## src/tph_pkg.sv

```systemverilog
// Shared types and constants for the decimal/hex token parser.
// No dependencies; every other file of the block imports this package.
`timescale 1ns / 1ps

package tph_pkg;

  localparam int CH_W  = 8;
  localparam int NUM_W = 32;
  localparam int ST_W  = 2;

  // Result status codes.
  localparam logic [ST_W-1:0] ST_OK       = 2'd0;
  localparam logic [ST_W-1:0] ST_INVALID  = 2'd1;
  localparam logic [ST_W-1:0] ST_EMPTY    = 2'd2;
  localparam logic [ST_W-1:0] ST_OVERFLOW = 2'd3;

  // Character codes.
  localparam logic [CH_W-1:0] CH_NUL   = 8'h00;
  localparam logic [CH_W-1:0] CH_TAB   = 8'h09;
  localparam logic [CH_W-1:0] CH_SPACE = 8'h20;
  localparam logic [CH_W-1:0] CH_0     = 8'h30;
  localparam logic [CH_W-1:0] CH_9     = 8'h39;
  localparam logic [CH_W-1:0] CH_UA    = 8'h41;
  localparam logic [CH_W-1:0] CH_UF    = 8'h46;
  localparam logic [CH_W-1:0] CH_UX    = 8'h58;
  localparam logic [CH_W-1:0] CH_UZ    = 8'h5A;
  localparam logic [CH_W-1:0] CH_LA    = 8'h61;
  localparam logic [CH_W-1:0] CH_LF    = 8'h66;
  localparam logic [CH_W-1:0] CH_LX    = 8'h78;
  localparam logic [CH_W-1:0] CH_LZ    = 8'h7A;

  // One result item as it sits in the output queue.
  typedef struct packed {
    logic [NUM_W-1:0] number;
    logic [ST_W-1:0]  status;
    logic             last;
  } res_t;

endpackage

```

## src/tph_if.sv

```systemverilog
// Valid/ready channel interfaces for the token parser: characters in, results out.
// Depends on tph_pkg for the payload widths.
`timescale 1ns / 1ps

interface tph_ch_if;
  import tph_pkg::*;

  logic            valid;
  logic            ready;
  logic [CH_W-1:0] ch;

  modport source (output valid, output ch, input ready);
  modport sink   (input valid, input ch, output ready);
endinterface

interface tph_res_if;
  import tph_pkg::*;

  logic             valid;
  logic             ready;
  logic [NUM_W-1:0] number;
  logic [ST_W-1:0]  status;
  logic             last;

  modport source (output valid, output number, output status, output last, input ready);
  modport sink   (input valid, input number, input status, input last, output ready);
endinterface

```

## src/decimal_hex_token_parser.sv

```systemverilog
// Top level of the streaming decimal/hexadecimal token parser.
// Depends on tph_pkg and on the channel interfaces in tph_if.sv.
`timescale 1ns / 1ps

//  Channel | Direction | Payload               | Transaction
//  --------+-----------+-----------------------+---------------------------------------
//  ch_i    | in        | ch[7:0]               | one character of the command string
//  res_o   | out       | number, status, last   | one parsed token or status report
//
// Each accepted character is decoded in the cycle it arrives: the parser state
// (mode, accumulator, overflow and whitespace flags) and up to two results are
// updated at that same clock edge, so one character can be taken every cycle
// while ch_i.ready is high. Results go to a four-entry output queue and leave at
// one per cycle while res_o.ready is high; a character that yields two results
// therefore costs two output transfers. ch_i.ready is high while the queue has
// room for two results; it does not depend on res_o.ready in the same cycle.
// Reset empties the queue and puts the parser at the start of a string.

module decimal_hex_token_parser #(
  parameter int VALUE_WIDTH = 32
) (
  input  logic             clk_i,
  input  logic             rst_ni,
  tph_ch_if.sink           ch_i,
  tph_res_if.source        res_o
);
  import tph_pkg::*;

  // Parser modes.
  localparam logic [2:0] M_IDLE      = 3'd0;
  localparam logic [2:0] M_DEC       = 3'd1;
  localparam logic [2:0] M_ZERO      = 3'd2;
  localparam logic [2:0] M_HEXPREFIX = 3'd3;
  localparam logic [2:0] M_HEX       = 3'd4;
  localparam logic [2:0] M_SKIP      = 3'd5;

  localparam int WW     = VALUE_WIDTH + 4;
  localparam int QDEPTH = 4;
  localparam int PTR_W  = $clog2(QDEPTH);
  localparam int CNT_W  = $clog2(QDEPTH + 1);

  // Parser state.
  logic [2:0]             mode_q, mode_d;
  logic [VALUE_WIDTH-1:0] accum_q, accum_d;
  logic                   ovf_q, ovf_d;
  logic                   aw_q, aw_d;

  // Output queue.
  res_t                   queue_q [QDEPTH];
  logic [PTR_W-1:0]       wr_ptr_q, rd_ptr_q;
  logic [CNT_W-1:0]       cnt_q, cnt_d;

  logic                   ch_acc, res_acc;

  // Character classification.
  logic [CH_W-1:0]        c;
  logic                   is_ws, is_digit, is_letter, is_x, is_hexd, is_af;
  logic [3:0]             hv;

  // Digit accumulation: both candidate products are formed with shifts and adds.
  logic [WW-1:0]          acc_w, prod10, prod16;
  logic                   ovf10, ovf16;

  // Results caused by this character.
  logic                   r0_v, r1_v;
  res_t                   r0, r1;
  res_t                   fin;
  logic                   fin_v;

  assign c         = ch_i.ch;
  assign is_ws     = (c == CH_SPACE) || (c == CH_TAB);
  assign is_digit  = c inside {[CH_0:CH_9]};
  assign is_letter = c inside {[CH_LA:CH_LZ], [CH_UA:CH_UZ]};
  assign is_x      = (c == CH_LX) || (c == CH_UX);
  assign is_af     = c inside {[CH_LA:CH_LF], [CH_UA:CH_UF]};
  assign is_hexd   = is_digit || is_af;
  // For a..f and A..F the low nibble is 1..6, so adding 9 gives 10..15.
  assign hv        = is_digit ? c[3:0] : (is_af ? c[3:0] + 4'd9 : 4'd0);

  assign acc_w  = WW'(accum_q);
  assign prod10 = (acc_w << 3) + (acc_w << 1) + WW'(hv);
  assign prod16 = (acc_w << 4) + WW'(hv);
  assign ovf10  = |prod10[WW-1:VALUE_WIDTH];
  assign ovf16  = |prod16[WW-1:VALUE_WIDTH];

  // The report a pending token gives when it ends.
  always_comb begin
    fin   = '0;
    fin_v = 1'b0;
    if (mode_q == M_DEC || mode_q == M_ZERO || mode_q == M_HEX) begin
      fin_v      = 1'b1;
      fin.number = NUM_W'(accum_q);
      fin.status = ovf_q ? ST_OVERFLOW : ST_OK;
    end else if (mode_q == M_HEXPREFIX || mode_q == M_SKIP) begin
      fin_v      = 1'b1;
      fin.status = ST_INVALID;
    end
  end

  always_comb begin
    res_t inv;
    res_t emp;

    inv        = '0;
    inv.status = ST_INVALID;
    emp        = '0;
    emp.status = ST_EMPTY;

    mode_d  = mode_q;
    accum_d = accum_q;
    ovf_d   = ovf_q;
    aw_d    = aw_q;
    r0_v    = 1'b0;
    r1_v    = 1'b0;
    r0      = '0;
    r1      = '0;

    if (c == CH_NUL) begin
      // End of string: pending token or invalid after whitespace, empty, restart.
      if (mode_q != M_IDLE) begin
        r0_v = 1'b1;
        r0   = fin;
        r1_v = 1'b1;
        r1   = emp;
      end else if (aw_q) begin
        r0_v = 1'b1;
        r0   = inv;
        r1_v = 1'b1;
        r1   = emp;
      end else begin
        r0_v = 1'b1;
        r0   = emp;
      end
      mode_d  = M_IDLE;
      accum_d = '0;
      ovf_d   = 1'b0;
      aw_d    = 1'b0;
    end else if (is_ws) begin
      if (mode_q != M_IDLE) begin
        r0_v = fin_v;
        r0   = fin;
      end
      mode_d  = M_IDLE;
      accum_d = '0;
      ovf_d   = 1'b0;
      aw_d    = 1'b1;
    end else begin
      aw_d = 1'b0;
      case (mode_q)
        M_IDLE: begin
          if (is_digit) begin
            mode_d  = (c == CH_0) ? M_ZERO : M_DEC;
            accum_d = VALUE_WIDTH'(hv);
            ovf_d   = 1'b0;
          end else if (is_letter) begin
            mode_d = M_SKIP;
          end else begin
            r0_v = 1'b1;
            r0   = inv;
          end
        end
        M_ZERO, M_DEC, M_HEX: begin
          if (mode_q == M_ZERO && is_x) begin
            mode_d = M_HEXPREFIX;
          end else if (mode_q != M_HEX && is_digit) begin
            mode_d = M_DEC;
            if (!ovf_q) begin
              accum_d = ovf10 ? '1 : prod10[VALUE_WIDTH-1:0];
              ovf_d   = ovf10;
            end
          end else if (mode_q == M_HEX && is_hexd) begin
            if (!ovf_q) begin
              accum_d = ovf16 ? '1 : prod16[VALUE_WIDTH-1:0];
              ovf_d   = ovf16;
            end
          end else if (mode_q == M_DEC && is_x) begin
            // An x after decimal digits spoils the whole token.
            mode_d  = M_SKIP;
            accum_d = '0;
            ovf_d   = 1'b0;
          end else if (is_letter) begin
            // The value is reported and the letter starts an error token.
            r0_v    = 1'b1;
            r0      = fin;
            mode_d  = M_SKIP;
            accum_d = '0;
            ovf_d   = 1'b0;
          end else begin
            // A stray symbol ends the number and is itself reported invalid.
            r0_v    = 1'b1;
            r0      = fin;
            r1_v    = 1'b1;
            r1      = inv;
            mode_d  = M_IDLE;
            accum_d = '0;
            ovf_d   = 1'b0;
          end
        end
        M_HEXPREFIX: begin
          if (is_hexd) begin
            mode_d = M_HEX;
            if (!ovf_q) begin
              accum_d = ovf16 ? '1 : prod16[VALUE_WIDTH-1:0];
              ovf_d   = ovf16;
            end
          end else begin
            mode_d = M_SKIP;
          end
        end
        default: begin
          mode_d = M_SKIP;
        end
      endcase
    end

    // Flag the final result of this character.
    if (r1_v) begin
      r1.last = 1'b1;
    end else begin
      r0.last = 1'b1;
    end
  end

  // Room for two results keeps the queue from ever overflowing.
  assign ch_i.ready = (cnt_q <= CNT_W'(QDEPTH - 2));
  assign ch_acc     = ch_i.valid && ch_i.ready;

  assign res_o.valid  = (cnt_q != '0);
  assign res_o.number = queue_q[rd_ptr_q].number;
  assign res_o.status = queue_q[rd_ptr_q].status;
  assign res_o.last   = queue_q[rd_ptr_q].last;
  assign res_acc      = res_o.valid && res_o.ready;

  always_comb begin
    cnt_d = cnt_q;
    if (ch_acc) begin
      cnt_d = cnt_d + CNT_W'(r0_v) + CNT_W'(r1_v);
    end
    if (res_acc) begin
      cnt_d = cnt_d - CNT_W'(1);
    end
  end

  always_ff @(posedge clk_i or negedge rst_ni) begin
    if (!rst_ni) begin
      mode_q   <= M_IDLE;
      accum_q  <= '0;
      ovf_q    <= 1'b0;
      aw_q     <= 1'b0;
      wr_ptr_q <= '0;
      rd_ptr_q <= '0;
      cnt_q    <= '0;
    end else begin
      if (ch_acc) begin
        mode_q   <= mode_d;
        accum_q  <= accum_d;
        ovf_q    <= ovf_d;
        aw_q     <= aw_d;
        wr_ptr_q <= wr_ptr_q + PTR_W'(r0_v) + PTR_W'(r1_v);
      end
      if (res_acc) begin
        rd_ptr_q <= rd_ptr_q + PTR_W'(1);
      end
      cnt_q <= cnt_d;
    end
  end

  // Queue payload needs no reset; the count says which entries hold data.
  always_ff @(posedge clk_i) begin
    if (ch_acc && r0_v) begin
      queue_q[wr_ptr_q] <= r0;
    end
    if (ch_acc && r1_v) begin
      queue_q[wr_ptr_q + PTR_W'(1)] <= r1;
    end
  end

  // The queue never holds more results than it has entries.
  a_queue_bound: assert property (@(posedge clk_i) disable iff (!rst_ni)
    cnt_q <= CNT_W'(QDEPTH))
    else $error("output queue count exceeds its depth");

  // An idle parser holds no partial value.
  a_idle_clean: assert property (@(posedge clk_i) disable iff (!rst_ni)
    mode_q == M_IDLE |-> (accum_q == '0 && !ovf_q))
    else $error("idle parser holds a stale accumulator");

  // The end of the string returns the parser to its reset state.
  a_eos_reset: assert property (@(posedge clk_i) disable iff (!rst_ni)
    (ch_acc && ch_i.ch == CH_NUL) |=> (mode_q == M_IDLE && !aw_q))
    else $error("parser not back at string start after end of string");

  // A second result is only produced together with a first one.
  a_res_order: assert property (@(posedge clk_i) disable iff (!rst_ni)
    (ch_acc && r1_v) |-> r0_v)
    else $error("second result without a first");

endmodule

```

## src/flat_wrapper.sv

```systemverilog
// flat-port wrapper written by rule: the top's interface ports become plain ports
module decimal_hex_token_parser_flat import tph_pkg::*;
#(
  parameter int VALUE_WIDTH = 32
)
  (clk_i, rst_ni, ch_i_valid, ch_i_ch, ch_i_ready, res_o_valid, res_o_number, res_o_status, res_o_last, res_o_ready);
  tph_ch_if ch_i_i ();
  tph_res_if res_o_i ();
  input  logic clk_i;
  input  logic rst_ni;
  input wire logic [$bits(ch_i_i.valid)-1:0] ch_i_valid;
  input wire logic [$bits(ch_i_i.ch)-1:0] ch_i_ch;
  output wire logic [$bits(ch_i_i.ready)-1:0] ch_i_ready;
  output wire logic [$bits(res_o_i.valid)-1:0] res_o_valid;
  output wire logic [$bits(res_o_i.number)-1:0] res_o_number;
  output wire logic [$bits(res_o_i.status)-1:0] res_o_status;
  output wire logic [$bits(res_o_i.last)-1:0] res_o_last;
  input wire logic [$bits(res_o_i.ready)-1:0] res_o_ready;
  assign ch_i_i.valid = ch_i_valid;
  assign ch_i_i.ch = ch_i_ch;
  assign ch_i_ready = ch_i_i.ready;
  assign res_o_valid = res_o_i.valid;
  assign res_o_number = res_o_i.number;
  assign res_o_status = res_o_i.status;
  assign res_o_last = res_o_i.last;
  assign res_o_i.ready = res_o_ready;
  decimal_hex_token_parser #(.VALUE_WIDTH(VALUE_WIDTH)) u_core (.clk_i(clk_i), .rst_ni(rst_ni), .ch_i(ch_i_i), .res_o(res_o_i));
endmodule
```

## config.mk

```make
export PLATFORM = sky130hd
export DESIGN_NAME = decimal_hex_token_parser_flat
export DESIGN_NICKNAME = d
export VERILOG_FILES = /design/src/tph_pkg.sv /design/src/tph_if.sv /design/src/decimal_hex_token_parser.sv /design/src/flat_wrapper.sv
export SDC_FILE = /design/constraint.sdc
export NUM_CORES = 1
export LEC_CHECK = 0
export BUFFER_PORTS_ARGS = -buffer_cell sky130_fd_sc_hd__buf_2
export CORE_MARGIN = 3
export CORE_UTILIZATION = 45
export DETAILED_ROUTE_END_ITERATION = 10
export PLACE_DENSITY = 0.72
export SLEW_MARGIN = 10
export SYNTH_ARGS = -nofsm -noshare
export SYNTH_HDL_FRONTEND = slang
export SYNTH_SLANG_ARGS = --single-unit
```

## constraint.sdc

```tcl
create_clock -name clk_i -period 4.3 [get_ports clk_i]
set_input_delay 0.43 -clock clk_i [delete_from_list [all_inputs] [get_ports clk_i]]
set_output_delay 0.43 -clock clk_i [all_outputs]
set_load 0.005 [all_outputs]
```

==> results of run 1 <==
report_power, final:
group,leakage [uW],switching (uW),internal [uW],total [uW]
Clock,0.000292,806,792,1600
Combinational,0.00347,1480,970,2450
Sequential,0.00173,333,1930,2260
cell families after synthesis:
group	count (synthesis)
XOR/XNOR	36
AND/OR/NAND/NOR	528
flip-flops	184
buffers and inverters	121
adder cells (fa/ha/maj)	73
AO/OA/AOI/OAI	483
multiplexers	40
what timing repair did:
| action | 4_1_cts | 5_1_grt |
|---|---|---|
| hold buffers | 0 | 0 |
| endpoints found under the setup margin | 0 | 32 |
| gates resized for setup | 0 | 2 |
| setup buffers | 0 | 2 |
metrics by stage:
stage | hold slack (ps) | total power, uW | util [%]
after detailed placement | 443 | 4690 | 49.7
after floorplan | 134 | 4010 | -
after global routing | 147 | 6690 | 52.2
final | 109 | 6310 | 52.2
after global placement | 438 | 4620 | 49.7
after CTS | 119 | 6280 | 52.0
metal layers:
| metal | track usage [%] | up-vias | wire length, um |
|---|---|---|---|
| met4 | 5.87 | 0 | 514 |
| li1 | - | 5336 | - |
| met3 | 3.43 | 51 | 2850 |
| met1 | 33.1 | 5420 | 15100 |
| met5 | 0 | - | 0 |
| met2 | 40.6 | 491 | 16700 |
critical path, stage by stage:
cell and delay, ps:
sky130_fd_sc_hd__buf_2 100, sky130_fd_sc_hd__buf_4 130, sky130_fd_sc_hd__ha_1 200, sky130_fd_sc_hd__nor4b_1 240, sky130_fd_sc_hd__buf_4 170, sky130_fd_sc_hd__a311oi_4 50
sky130_fd_sc_hd__buf_4 160, sky130_fd_sc_hd__a21oi_2 140, sky130_fd_sc_hd__fa_1 470, sky130_fd_sc_hd__inv_2 80, sky130_fd_sc_hd__ha_4 190, sky130_fd_sc_hd__a211oi_2 170
sky130_fd_sc_hd__o21ai_1 160, sky130_fd_sc_hd__o31ai_4 270, sky130_fd_sc_hd__o21ai_1 120, sky130_fd_sc_hd__or2_1 250, sky130_fd_sc_hd__a41o_1 210, sky130_fd_sc_hd__a2111oi_4 340
sky130_fd_sc_hd__and2_4 250, sky130_fd_sc_hd__buf_12 160, sky130_fd_sc_hd__a31oi_1 90
registers in the layout, summed over array words and instances (netlist names):
signal           count
u_core.ovf_q         1
u_core.mode_q        3
u_core.accum_q      32
u_core.cnt_q         3
u_core.aw_q          1
u_core.wr_ptr_q      2
u_core.queue_q     140
u_core.rd_ptr_q      2
layout by cell type (no fill, tap or decap), types with 12 or more instances in the layout:
cell type,count
sky130_fd_sc_hd__a21o_1,15
sky130_fd_sc_hd__a21boi_0,20
sky130_fd_sc_hd__a21oi_1,204
sky130_fd_sc_hd__clkbuf_16,18
sky130_fd_sc_hd__nand3_1,12
sky130_fd_sc_hd__buf_2,48
sky130_fd_sc_hd__dfxtp_1,128
sky130_fd_sc_hd__o22ai_1,36
sky130_fd_sc_hd__ha_1,67
sky130_fd_sc_hd__o21ai_0,93
sky130_fd_sc_hd__a31oi_1,27
sky130_fd_sc_hd__nor3_1,16
sky130_fd_sc_hd__dfrtp_1,43
sky130_fd_sc_hd__xnor2_1,22
sky130_fd_sc_hd__xor2_1,14
sky130_fd_sc_hd__nor2_1,83
sky130_fd_sc_hd__and3_1,39
sky130_fd_sc_hd__edfxtp_1,12
sky130_fd_sc_hd__nand2_1,314
sky130_fd_sc_hd__inv_1,15
sky130_fd_sc_hd__mux4_2,35
sky130_fd_sc_hd__buf_4,68
worst min path at each step:
stage,from,end,depth (start not counted)
after floorplan,rst_ni,u_core.accum_q[0],0
after global placement,u_core.queue_q[0][22],u_core.queue_q[0][22],2
after detailed placement,u_core.queue_q[2][30],u_core.queue_q[2][30],2
after CTS,rst_ni,u_core.mode_q[0],2
after global routing,rst_ni,u_core.mode_q[0],2
final,rst_ni,u_core.mode_q[0],2
final cells by class:
cell class	instances	area, um^2	share of cell area, %
multi-input cells	1160	7400	55.3
flip-flops and latches	184	4030	30.1
repair buffers	122	876	6.55
clock buffers	17	425	3.18
well taps	330	413	3.09
clock inverters	15	178	1.33
inverters	18	67.6	0.505
==> flow_summary.ini, run 1 <==
[power_and_ir_drop]
p_per_area_nw_per_um2 = 472
vdd.ir_drop.worst_mv = 0.274
lkg_pwr_uw = 0.00549

[yosys]
largest_family_of_logic_cells_by_synthesized_area = compound AO/OA/AOI/OAI gates
synth_top_cell_by_area = sky130_fd_sc_hd__dfxtp_1
seq_area_frac_synth_pct = 33.7
instance_count_of_the_mapped_netlist = 1465
postSynthRegisterBits = 184
yosys.area_share.xor_xnor_pct = 2.64
synth_largest_type_area_fraction_pct = 21.5
fraction_of_the_mapped_netlist_area_in_compound_gates_pct = 24.1
yosys-mux-area-fraction_pct = 7.04
post_synth_instance_area_um2 = 11900
synthMostInstantiatedCell = sky130_fd_sc_hd__nand2_1
yosys_warnings = 0
yosys.area_share.adder_pct = 7.90
post_synth_edffs = 12
synth_async_sr_flop_share_pct = 23.9
synth_commonest_cells = sky130_fd_sc_hd__nand2_1, sky130_fd_sc_hd__a21oi_1, sky130_fd_sc_hd__dfxtp_1, sky130_fd_sc_hd__o21ai_0, sky130_fd_sc_hd__nor2_1
synth_simple_gate_area_share_pct = 19.4
yosysUniqueCellTypes = 82
synth-main-ff-cell = sky130_fd_sc_hd__dfxtp_1
synth.net_count = 1550
syn-mean-instance-area_um2 = 8.15
ys_top_cells_by_area = sky130_fd_sc_hd__dfxtp_1, sky130_fd_sc_hd__nand2_1, sky130_fd_sc_hd__dfrtp_1, sky130_fd_sc_hd__a21oi_1, sky130_fd_sc_hd__ha_1

[finish]
num-nets-final = 1588
area_growth_pct = 12.0
fillers = 2422
finalNonFillerCells = 1846
diodes = 0
postLayoutCellArea_um2 = 13400
layout-drive-gt1-share_pct = 15.2

[timing]
final-max-slew-violation-count = 0
layout_setup_ws_ps = 191
finalHoldViolCount = 0
tns_setup_ps = 0
slew_headroom_pct = 29.5
grt_setup_unrepaired = false
final.setup_skew_ps = 12.2
timing.final.setup_violations = 0
period_needed_ps = 4110
achievable-frequency_mhz = 243
fin_crit_sh_pct = 95.6
tightest_slew_ps = 1060

[setup_path]
setup.worst_path.class = in -> reg
path_max_fanout = 15
worst_flop_to_flop_path_endpoint = u_core.accum_q[5]
launch_point_of_the_worst_path = ch_i_ch[0]
timing.critical_path.required_ps = 4610
regToRegStartpoint = u_core.accum_q[25]
critical_path_arrival_ps = 4420
element_type_at_the_critical_path_start = input port
r2r_setup_slack_ps = 640
kind_of_end_point_of_the_critical_path = register
cp-endpoint = u_core.accum_q[5]
worst-r2r-cell-count = 12

[global_routing]
first_pass_grt_wire_length_mm = 56.8
grt_pass1_vias = 10900
largest_net_degree_at_the_start_of_global_routing = 45
grt-ovfl-total = 0
grt_use_total_pct = 24.2
grt_antenna_before_repair = 0

[detailed_routing]
drc_errors = 0
tritonroute_pass_1_iters = 8
antenna_left = 0
via_per_inst = 6.12
via_count = 11300
wl_per_cell_um = 19.1
postRouteWirelength_mm = 35.2
drt_iter0_markers = 899

[placement]
portBuffers = 48
hpwl_mm = 23.5
gp_congestion = 0.926
placed_cell_area_um2 = 12700
pre_cts_slack_ps = -399
dp_cells = 1811

[clock_tree]
clock_sinks = 184
clk-insertion-delay-late_ps = 430
worst_setup_hold_path_clk_slew_ps = 80
cts_tree = done
htree_num_levels = 4
cts-buffers-inserted = 17
cts_root_buffer = sky130_fd_sc_hd__clkbuf_16
clk_path_buf_depth = 2

[floorplanning]
die_w_um = 169
die_area_um2 = 28500
die_height_um = 169
effective_utilization_at_floorplan_pct = 46.6
io_pins = 49
core_area_um2 = 25600
rows = 58

[outcome]
status = finished, final reports clean

[job]
cap_violations = 0

[min_path]
holdCritPathClass = in -> async
Note: power is estimated with default switching activity, not from simulation.
==> run 2, diff against run 1 <==
- clock period: 4.3 -> 5 ns (I/O delays scaled with it)
==> flow_summary.ini, run 2 (synthesis results as in run 1) <==
[global_routing]
grt_antenna_before_repair = 1
largest_net_degree_at_the_start_of_global_routing = 45
first_pass_grt_wire_length_mm = 55.1
grt_pass1_vias = 10700
grt-ovfl-total = 0
grt_use_total_pct = 23.4

[detailed_routing]
postRouteWirelength_mm = 33.7
tritonroute_pass_1_iters = 7
wl_met3_mm = 2.41
wl_per_cell_um = 18.6
drt_iter0_markers = 1183
route.top_layer_used = met5
drc_errors = 0
via_per_inst = 6.11
drt_met1_wl_mm = 14.4
via_count = 11100
antenna_left = 0
met2_wire_length_mm = 16.1

[finish]
finalNonFillerCells = 1811
area_growth_pct = 8.90
regMostFlops = u_core.queue_q
layout.cells.most_common = sky130_fd_sc_hd__nand2_1
layout-drive-gt1-share_pct = 12.5
reg.largest.list = u_core.queue_q (140), u_core.accum_q (32)
layout.cells.most_common_list = sky130_fd_sc_hd__nand2_1, sky130_fd_sc_hd__a21oi_1, sky130_fd_sc_hd__dfxtp_1
postLayoutCellArea_um2 = 13000
fillers = 2404
num-nets-final = 1553
largest_register_ff_count = 140
diodes = 0

[timing]
final.setup_skew_ps = 12.1
fin_crit_sh_pct = 92.4
slew_headroom_pct = 27.2
layout_setup_ws_ps = 380
timing.final.setup_violations = 0
tns_setup_ps = 0
tightest_slew_ps = 1090
final-max-slew-violation-count = 0
achievable-frequency_mhz = 216
period_needed_ps = 4620
finalHoldViolCount = 0
grt_setup_unrepaired = false

[floorplanning]
effective_utilization_at_floorplan_pct = 46.6
core_area_um2 = 25600
die_w_um = 169
rows = 58
io_pins = 49
die_height_um = 169
die_area_um2 = 28500

[clock_tree]
htree_num_levels = 4
cts_root_buffer = sky130_fd_sc_hd__clkbuf_16
cts-buffers-inserted = 17
postCtsSetupBuffers = 0
cts_tree = done
clock_sinks = 184
clk_path_buf_depth = 2
worst_setup_hold_path_clk_slew_ps = 80
clk-insertion-delay-late_ps = 440

[power_and_ir_drop]
totalPowerFinal_uw = 5340
pwr-share-seq_pct = 36.6
p_per_area_nw_per_um2 = 410
switchingPower_uw = 2200
power.internal_uw = 3140
clock_power_share_pct = 26.4
vdd.ir_drop.worst_mv = 0.268
lkg_pwr_uw = 0.00530
gate_power_share_pct = 37.0
power_switching_share_pct = 41.2

[placement]
placed_cell_area_um2 = 12400
pre_cts_slack_ps = -105
hpwl_mm = 23.0
gp_congestion = 0.969
portBuffers = 48
dp_cells = 1779

[setup_path]
path_max_fanout = 22
setup.worst_path.class = in -> reg
critical_path_arrival_ps = 4930
kind_of_end_point_of_the_critical_path = register
critPathMaxStageDelay_ps = 520
element_type_at_the_critical_path_start = input port
critPathSlowestCell = sky130_fd_sc_hd__fa_1
timing.critical_path.required_ps = 5310
timing.critical_path.cells = buf_2, inv_1, ha_1, nor4b_2, a311oi_2, a21oi_1, fa_1, inv_1, ha_1, a211oi_1, o21ai_0, o31ai_2, o21ai_0, or2_1, a41o_1, a2111oi_4, and2_1, buf_12, a31oi_1
critical-path-top-delay-family = compound AO/OA/AOI/OAI gates
cp_num_buf_inv = 4

[job]
cap_violations = 0

[min_path]
holdCritPathClass = in -> async

[outcome]
status = finished, final reports clean
==> run 2: changes by cell type in the layout (fill, tap and decap cells not counted), sizes merged <==
| cell | change |
|---|---|
| buf | -34 |
| clkinv | -1 |
| clkinvlp | -1 |
| inv | +1 |
==> run 2: layer usage <==
layer | vias up | global-route usage, %
met1 | 5251 | 30.8
met4 | 2 | 7.90
met5 | - | 0
li1 | 5272 | -
met2 | 455 | 39.4
met3 | 78 | 3.57
==> run 2: what timing repair did <==
| action | CTS | global route |
|---|---|---|
| gates resized for setup | 0 | 2 |
| endpoints found under the setup margin | 0 | 32 |
| hold buffers | 0 | 0 |
==> run 2: power groups by stage <==
stage          Clock [uW]  Sequential [uW]  Combinational (uW)
2_1_floorplan           0             1790                1640
3_3_place_gp            0             1970                1910
3_5_place_dp            0             1980                1950
4_1_cts              1420             1950                1960
5_1_grt              1470             1990                2200
6_report             1410             1950                1980
==> run 2: final timing paths <==
path	start	end	slack [ps]	cells after the start
max in group asynchronous	rst_ni	u_core.rd_ptr_q[0]	4390	2
worst min register to register	u_core.queue_q[0][29]	u_core.queue_q[0][29]	450	2
worst min-delay path	rst_ni	u_core.cnt_q[0]	150	2
worst max register to register	u_core.accum_q[0]	u_core.accum_q[5]	900	14
worst max-delay path	ch_i_ch[0]	u_core.accum_q[5]	380	19
min in group clk_i	u_core.queue_q[0][29]	u_core.queue_q[0][29]	450	2
==> run 2: per-stage QoR <==
| stage | hold slack (ps) | util [%] |
|---|---|---|
| after global placement | 439 | 48.3 |
| after floorplan | 204 | - |
| after detailed placement | 445 | 48.3 |
| after global routing | 212 | 50.8 |
| after CTS | 176 | 50.7 |
| final | 154 | 50.8 |
==> run 2: area by class of cell <==
| type | count | area (um^2) | area share, % |
|---|---|---|---|
| Multi-Input combinational cell | 1160 | 7320 | 56.3 |
| Sequential cell | 184 | 4030 | 31.0 |
| Timing Repair Buffer | 87 | 558 | 4.29 |
| Clock buffer | 18 | 450 | 3.46 |
| Tap cell | 330 | 413 | 3.18 |
| Clock inverter | 14 | 168 | 1.29 |
| Inverter | 18 | 67.6 | 0.520 |
